File: src/rtl/ils_pkg.sv
`timescale 1ns / 1ps

package ils_pkg;

  localparam int DATA_W       = 32;
  localparam int POS_W        = 8;
  localparam int MODE_W       = 3;
  localparam int CAPACITY_DEF = 64;

  // Operation codes carried on the input tuser
  localparam logic [MODE_W-1:0] MODE_GET      = 3'd0;
  localparam logic [MODE_W-1:0] MODE_INS_HEAD = 3'd1;
  localparam logic [MODE_W-1:0] MODE_INS_TAIL = 3'd2;
  localparam logic [MODE_W-1:0] MODE_REMOVE   = 3'd3;
  localparam logic [MODE_W-1:0] MODE_DUMP     = 3'd4;

  // One result request from the sequencer to the output register
  typedef struct packed {
    logic              valid;
    logic [DATA_W-1:0] value;
    logic              ok;
    logic              last;
  } res_t;

endpackage

File: src/rtl/ils_ram.sv
`timescale 1ns / 1ps

module ils_ram #(
  parameter int WIDTH = 32,
  parameter int DEPTH = 64,
  parameter int AW    = (DEPTH > 1) ? $clog2(DEPTH) : 1
) (
  input  logic             clk,
  input  logic             we,
  input  logic [AW-1:0]    waddr,
  input  logic [WIDTH-1:0] wdata,
  input  logic             re,
  input  logic [AW-1:0]    raddr,
  output logic [WIDTH-1:0] rdata
);

  logic [WIDTH-1:0] mem [DEPTH];

  always_ff @(posedge clk) begin
    if (we) begin
      mem[waddr] <= wdata;
    end
    if (re) begin
      rdata <= mem[raddr];
    end
  end

endmodule

File: src/rtl/ils_seq.sv
`timescale 1ns / 1ps

module ils_seq #(
  parameter int CAPACITY = ils_pkg::CAPACITY_DEF,
  parameter int AW       = (CAPACITY > 1) ? $clog2(CAPACITY) : 1,
  parameter int CW       = $clog2(CAPACITY + 1)
) (
  input  logic                        clk,
  input  logic                        rst,
  input  logic                        in_valid,
  output logic                        in_ready,
  input  logic [ils_pkg::MODE_W-1:0]  in_mode,
  input  logic [ils_pkg::POS_W-1:0]   in_pos,
  input  logic [ils_pkg::DATA_W-1:0]  in_value,
  output ils_pkg::res_t               res,
  input  logic                        res_room,
  output logic                        ram_we,
  output logic [AW-1:0]               ram_waddr,
  output logic [ils_pkg::DATA_W-1:0]  ram_wdata,
  output logic                        ram_re,
  output logic [AW-1:0]               ram_raddr,
  input  logic [ils_pkg::DATA_W-1:0]  ram_rdata
);

  import ils_pkg::*;

  localparam int XW = (CW > POS_W) ? CW : POS_W;

  typedef enum logic [5:0] {
    S_IDLE  = 6'b000001,
    S_READ  = 6'b000010,
    S_WRITE = 6'b000100,
    S_PUT   = 6'b001000,
    S_FETCH = 6'b010000,
    S_EMIT  = 6'b100000
  } state_t;

  state_t              state, state_next;
  logic [MODE_W-1:0]   op, op_next;
  logic [CW-1:0]       idx, idx_next;
  logic [CW-1:0]       count, count_next;
  logic [DATA_W-1:0]   val, val_next;
  logic                res_ok, res_ok_next;
  logic                res_last, res_last_next;
  logic                res_hit, res_hit_next;
  logic                res_miss, res_miss_next;

  logic [CW-1:0]       nbr;
  logic                more;
  logic [XW-1:0]       pos_x;
  logic [XW-1:0]       cnt_x;
  logic                full;

  // Shared index unit: one add/subtract and one compare drive every walk
  assign nbr  = (op == MODE_INS_HEAD) ? idx - CW'(1) : idx + CW'(1);
  assign more = (op == MODE_INS_HEAD) ? (idx != '0) : (nbr < count);

  assign pos_x = XW'(in_pos);
  assign cnt_x = XW'(count);
  assign full  = (count == CW'(CAPACITY));

  assign in_ready  = (state == S_IDLE);
  assign res.valid = (state == S_EMIT);
  assign res.ok    = res_ok;
  assign res.last  = res_last;
  assign res.value = res_hit ? ram_rdata : (res_miss ? '1 : '0);

  always_comb begin
    state_next    = state;
    op_next       = op;
    idx_next      = idx;
    count_next    = count;
    val_next      = val;
    res_ok_next   = res_ok;
    res_last_next = res_last;
    res_hit_next  = res_hit;
    res_miss_next = res_miss;
    ram_we        = 1'b0;
    ram_waddr     = AW'(idx);
    ram_wdata     = ram_rdata;
    ram_re        = 1'b0;
    ram_raddr     = AW'(idx);

    case (state)
      S_IDLE: begin
        if (in_valid) begin
          op_next       = in_mode;
          val_next      = in_value;
          res_ok_next   = 1'b0;
          res_last_next = 1'b1;
          res_hit_next  = 1'b0;
          res_miss_next = 1'b0;
          case (in_mode)
            MODE_GET: begin
              if (pos_x < cnt_x) begin
                idx_next   = CW'(pos_x);
                state_next = S_FETCH;
              end else begin
                res_miss_next = 1'b1;
                state_next    = S_EMIT;
              end
            end
            MODE_INS_HEAD: begin
              idx_next   = count;
              state_next = full ? S_EMIT : S_READ;
            end
            MODE_INS_TAIL: begin
              idx_next   = count;
              state_next = full ? S_EMIT : S_PUT;
            end
            MODE_REMOVE: begin
              if (pos_x < cnt_x) begin
                idx_next   = CW'(pos_x);
                state_next = S_READ;
              end else begin
                state_next = S_EMIT;
              end
            end
            MODE_DUMP: begin
              idx_next = '0;
              if (count != '0) begin
                state_next = S_FETCH;
              end
            end
            default: begin
              state_next = S_IDLE;
            end
          endcase
        end
      end
      S_READ: begin
        if (more) begin
          ram_re     = 1'b1;
          ram_raddr  = AW'(nbr);
          state_next = S_WRITE;
        end else if (op == MODE_INS_HEAD) begin
          state_next = S_PUT;
        end else begin
          count_next  = count - CW'(1);
          res_ok_next = 1'b1;
          state_next  = S_EMIT;
        end
      end
      S_WRITE: begin
        ram_we     = 1'b1;
        idx_next   = nbr;
        state_next = S_READ;
      end
      S_PUT: begin
        ram_we      = 1'b1;
        ram_wdata   = val;
        count_next  = count + CW'(1);
        res_ok_next = 1'b1;
        state_next  = S_EMIT;
      end
      S_FETCH: begin
        ram_re        = 1'b1;
        res_hit_next  = 1'b1;
        res_ok_next   = 1'b1;
        res_last_next = (op == MODE_GET) || (nbr == count);
        state_next    = S_EMIT;
      end
      S_EMIT: begin
        if (res_room) begin
          if (op == MODE_DUMP && !res_last) begin
            idx_next   = nbr;
            state_next = S_FETCH;
          end else begin
            state_next = S_IDLE;
          end
        end
      end
      default: begin
        state_next = S_IDLE;
      end
    endcase
  end

  always_ff @(posedge clk) begin
    if (rst) begin
      state <= S_IDLE;
      count <= '0;
    end else begin
      state <= state_next;
      count <= count_next;
    end
    op       <= op_next;
    idx      <= idx_next;
    val      <= val_next;
    res_ok   <= res_ok_next;
    res_last <= res_last_next;
    res_hit  <= res_hit_next;
    res_miss <= res_miss_next;
  end

  a_count_bound: assert property (@(posedge clk) disable iff (rst)
    count <= CW'(CAPACITY))
    else $error("entry count above capacity");

  a_count_step: assert property (@(posedge clk) disable iff (rst)
    (!$past(rst) && count != $past(count)) |->
      (count == $past(count) + CW'(1)) || (count + CW'(1) == $past(count)))
    else $error("entry count moved by more than one");

  a_write_bound: assert property (@(posedge clk) disable iff (rst)
    ram_we |-> (CW'(ram_waddr) <= count))
    else $error("store write beyond the end of the list");

  a_busy_emit: assert property (@(posedge clk) disable iff (rst)
    res.valid |-> !in_ready)
    else $error("new request taken while a result is pending");

endmodule

File: src/rtl/indexed_list_store.sv
`timescale 1ns / 1ps

// Ordered list of signed 32-bit values kept packed in list order in a
// CAPACITY-entry RAM (index 0 is the head). One request on the slave stream
// selects an operation by tuser: get, insert at head, insert at tail, remove,
// or dump. Get, insert and remove return exactly one result with tlast set;
// dump returns one result per stored value, tlast on the final one, and
// nothing for an empty list; unused codes return nothing. The block takes
// one request at a time and drops tready until the request is finished.
// One registered RAM read port, one RAM write port and one shared index
// adder/compare do all the walking; each moved entry is read, then written
// one place over. Insert at head shifts every entry up, remove shifts the
// entries above the position down, and dump reads each value in turn;
// results also wait while the master side holds tready low. A
// finished result sits in an output register, so the sequencer is released
// as soon as that register can take it. No clearing pass runs after reset:
// entries are only read below the current count.
module indexed_list_store #(
  parameter int CAPACITY = ils_pkg::CAPACITY_DEF
) (
  input  logic        clk,
  input  logic        rst,
  input  logic        s_axis_tvalid,
  output logic        s_axis_tready,
  input  logic [39:0] s_axis_tdata,   // [7:0] position, [39:8] item_value
  input  logic [2:0]  s_axis_tuser,   // [2:0] mode
  output logic        m_axis_tvalid,
  input  logic        m_axis_tready,
  output logic [31:0] m_axis_tdata,   // [31:0] result_value
  output logic        m_axis_tuser,   // [0] ok
  output logic        m_axis_tlast
);

  import ils_pkg::*;

  localparam int AW = (CAPACITY > 1) ? $clog2(CAPACITY) : 1;
  localparam int CW = $clog2(CAPACITY + 1);

  res_t              res;
  logic              res_room;
  logic              ram_we;
  logic [AW-1:0]     ram_waddr;
  logic [DATA_W-1:0] ram_wdata;
  logic              ram_re;
  logic [AW-1:0]     ram_raddr;
  logic [DATA_W-1:0] ram_rdata;

  // Value store; read data is registered and held while re is low
  ils_ram #(
    .WIDTH (DATA_W),
    .DEPTH (CAPACITY),
    .AW    (AW)
  ) u_ram (
    .clk   (clk),
    .we    (ram_we),
    .waddr (ram_waddr),
    .wdata (ram_wdata),
    .re    (ram_re),
    .raddr (ram_raddr),
    .rdata (ram_rdata)
  );

  // Operation sequencer with the shared index unit
  ils_seq #(
    .CAPACITY (CAPACITY),
    .AW       (AW),
    .CW       (CW)
  ) u_seq (
    .clk       (clk),
    .rst       (rst),
    .in_valid  (s_axis_tvalid),
    .in_ready  (s_axis_tready),
    .in_mode   (s_axis_tuser),
    .in_pos    (s_axis_tdata[POS_W-1:0]),
    .in_value  (s_axis_tdata[POS_W +: DATA_W]),
    .res       (res),
    .res_room  (res_room),
    .ram_we    (ram_we),
    .ram_waddr (ram_waddr),
    .ram_wdata (ram_wdata),
    .ram_re    (ram_re),
    .ram_raddr (ram_raddr),
    .ram_rdata (ram_rdata)
  );

  // Output register: take a new result whenever the slot is empty or drains
  assign res_room = !m_axis_tvalid || m_axis_tready;

  always_ff @(posedge clk) begin
    if (rst) begin
      m_axis_tvalid <= 1'b0;
    end else if (res_room) begin
      m_axis_tvalid <= res.valid;
    end
    if (res_room && res.valid) begin
      m_axis_tdata <= res.value;
      m_axis_tuser <= res.ok;
      m_axis_tlast <= res.last;
    end
  end

endmodule
File: config.mk
export PLATFORM = sky130hd
export DESIGN_NAME = indexed_list_store
export DESIGN_NICKNAME = d
export VERILOG_FILES = /design/src/rtl/ils_pkg.sv /design/src/rtl/ils_ram.sv /design/src/rtl/ils_seq.sv /design/src/rtl/indexed_list_store.sv
export SDC_FILE = /design/constraint.sdc
export NUM_CORES = 2
export LEC_CHECK = 0
export ABC_AREA = 0
export BUFFER_PORTS_ARGS = -buffer_cell sky130_fd_sc_hd__buf_4
export CORE_ASPECT_RATIO = 2
export CORE_UTILIZATION = 50
export CTS_BUF_LIST = sky130_fd_sc_hd__clkbuf_2 sky130_fd_sc_hd__clkbuf_4 sky130_fd_sc_hd__clkbuf_8
export DETAILED_ROUTE_END_ITERATION = 12
export GPL_ROUTABILITY_DRIVEN = 0
export HOLD_SLACK_MARGIN = 0.03
export PLACE_DENSITY = 0.68
export SYNTH_ARGS = -nofsm -noshare
export SYNTH_HDL_FRONTEND = slang
export SYNTH_SLANG_ARGS = --single-unit
export TNS_END_PERCENT = 20
File: constraint.sdc
create_clock -name clk -period 4.55 [get_ports clk]
set_clock_uncertainty 0.05 [all_clocks]
set_input_delay 0 -clock clk [delete_from_list [all_inputs] [get_ports clk]]
set_output_delay 0 -clock clk [all_outputs]
set_load 0.01 [all_outputs]
==> results.tsv <==
metric	value	unit
status	finished with violations	
failing checks	negative setup slack	
CP Class	reg2reg	
commonest non-fill, non-tap cell in the layout	edfxtp_1	
first-pass GRT wire length	413000	µm
drt wl/cell	32.4	µm
Final nets	6830	
Synth Instances	5811	
Final Util	0.615	
CP startpoint kind	flop	
max-cap viol count	0	
Register Area	65100	µm²
area of the multi-input gates	21600	µm²
worst r2r path cells	22	
CTS tree	done	
CP endpoint kind	flop	
drt pass-1 iters	8	
Area Overhead vs Synth	21.8	%
Starting DRT DRC Count	7952	
clock slew at reported path FFs	0.07	ns
Final Instance Area	106000	µm²
maximum clock frequency	184	MHz
syn avg cell area	14.9	µm²
vias in the first global route	58800	
core outline area	172000	µm²
Leak	36.9	nW
Synth warnings	0	
fraction of layout cells with a size suffix above 1	0.257	
dpl ws	-1.33	ns
clk_lat worst skew	0.96	ns
#FFs+latches synth	2174	
# fillers	12400	
clk buf depth	4	
RSZ-0062 raised after global routing	yes	
final wirelength	300000	µm
full die area	175000	µm²
Vias per Instance	6.40	
Final min period	5.43	ns
worst path arrival time	6.06	ns
worst slew pin tran	1.38	ns
number of synthesized flops with an enable pin	2160	
post-synthesis cell area	86800	µm²
Crit path required time	5.17	ns
Critical Path Fanout Max	8	
Post-Syn Nets	5883	
Setup-failing EPs final	32	
Post-synth ARST share	0	
Post-route DRC	0	
PD cells	415	nW/µm²
initial antenna violation count	6	
largest net degree at the start of global routing	73	
total congestion overflow	0	
Seq/Total Area, Yosys	0.751	
top_reg_cell synth	edfxtp_1	
clock sink total	2174	
WHS	0.106	ns
port bufs	82	
most frequent cells in the layout	edfxtp_1 (2160), nand2_1 (1032), buf_4 (718)	
fin crit share	1.19	
I/O pins	83	
Hold Vio Cnt, Final	0	
total track usage	0.337	
Placement Rows	215	
Starting Density	0.505	
cts bufs inserted	299	
HPWL after detailed placement	183000	µm
worst hold path type	in2reg	
VDD IR-drop max	0.231	mV
Routed Antenna Nets	0	
final worst slack	-0.884	ns
Placed Area	96400	µm²
htree depth	5	
worst rel slew slack	0.0779	
die width	297	µm
Final Max Slew Viols	0	
die height	591	µm
post-synth cell types	72	
Hold Path Cell Cnt	4	
via count	59300	
root buf cell	clkbuf_8	
==> layout make-up <==
cell class / count / share of cell area
Antenna cell: 2 / 0.0000474
Sequential cell: 2174 / 0.616
Clock inverter: 152 / 0.0122
Timing Repair Buffer: 1000 / 0.0946
Multi-Input combinational cell: 3261 / 0.204
Tap cell: 2278 / 0.0270
Inverter: 22 / 0.000852
Clock buffer: 370 / 0.0445
==> where the power goes <==
| part | leakage, nW | total [W] | switching (W) | internal [W] |
|---|---|---|---|---|
| sequential | 19.5 | 0.0219 | 0.0000426 | 0.0219 |
| combinational | 14.2 | 0.00636 | 0.00377 | 0.00259 |
| clock | 3.12 | 0.0156 | 0.00747 | 0.00809 |
| total | 36.9 | 0.0438 | 0.0113 | 0.0326 |
==> critical path, stage by stage (launching register included) <==
cell	delay (ns)
edfxtp_1	0.39
or3b_4	0.45
inv_8	0.11
buf_6	0.11
ha_4	0.20
or4b_4	0.55
o2111ai_4	0.11
ha_4	0.24
nand2_1	0.09
o21a_1	0.20
o211a_4	0.25
mux2i_4	0.28
buf_12	0.14
buf_16	0.16
buf_12	0.15
buf_8	0.12
buf_12	0.11
mux2_2	0.32
a222oi_1	0.37
a22oi_1	0.16
o22ai_2	0.37
buf_4	0.18
a31oi_1	0.04
==> Yosys cell counts, drive strengths merged (14+ instances only) <==
master | number | share of area
o21ai | 102 | 0.0059
nor3 | 45 | 0.0026
a22oi | 60 | 0.0052
o221ai | 43 | 0.0043
a21oi | 527 | 0.030
ha | 23 | 0.0033
o22ai | 208 | 0.015
a222oi | 25 | 0.0029
a211oi | 38 | 0.0033
clkbuf | 155 | 0.0067
mux2i | 402 | 0.047
nand2 | 1043 | 0.045
o41ai | 15 | 0.0015
or4 | 17 | 0.0015
dfxtp | 14 | 0.0032
buf | 201 | 0.012
mux2 | 165 | 0.021
inv | 22 | 0.00095
nor2 | 142 | 0.0062
nor4 | 190 | 0.014
edfxtp | 2160 | 0.75
nand3 | 35 | 0.0020
==> timing repair <==
item / CTS / global route
resized for setup: 154 / 105
setup endpoints to repair: 32 / 32
cloned: 5 / 12
buffers inserted: 45 / 30
pin swaps: 38 / 26
endpoints found under the hold margin: 96 / 0
hold buffers: 91 / 0
==> metrics by stage <==
stage                     TNS, ns  total power (W)  cells
after global placement     -31.40           0.0278   8553
after floorplan            -15.76           0.0251   5811
after detailed placement   -31.81           0.0279   8553
final                      -23.64           0.0438   9259
after global routing       -28.31           0.0448   9258
after CTS                  -21.02           0.0434   9215
==> cells by family after synthesis <==
group,Yosys count,share of synthesized area
adder cells (fa/ha/maj),25,0.00378
AND/OR/NAND/NOR,1536,0.0763
XOR/XNOR,12,0.00121
AO/OA/AOI/OAI,1108,0.0775
buffers and inverters,378,0.0197
flip-flops,2174,0.751
multiplexers,578,0.0708
==> state kept, by name, indices dropped and copies added, names as in the netlist <==
signal          count
u_seq.idx           7
u_seq.res_hit       1
u_seq.count         7
m_axis_tlast        1
u_seq.res_ok        1
u_ram.rdata        32
m_axis_tvalid       1
u_seq.op            3
u_ram.mem        2048
u_seq.res_last      1
m_axis_tuser        1
u_seq.res_miss      1
u_seq.state         6
m_axis_tdata       32
u_seq.val          32
==> routing by layer <==
metal,global-route usage,vias up,share of wire
met5,0,-,0.000080
met4,0.287,4,0.11
met3,0.0619,1329,0.10
met2,0.569,4373,0.49
met1,0.362,29200,0.30
li1,-,24400,-
==> path summary, 6_finish.rpt <==
kind	startpoint	end	slack (ns)
worst min-delay path	s_axis_tvalid	u_seq.res_hit	0.11
worst min register to register	u_seq.res_ok	m_axis_tuser	0.36
worst max-delay path	u_seq.op[1]	u_ram.rdata[2]	-0.88
worst max register to register	u_seq.op[1]	u_ram.rdata[2]	-0.88
Power figures use the tool's default switching activity.
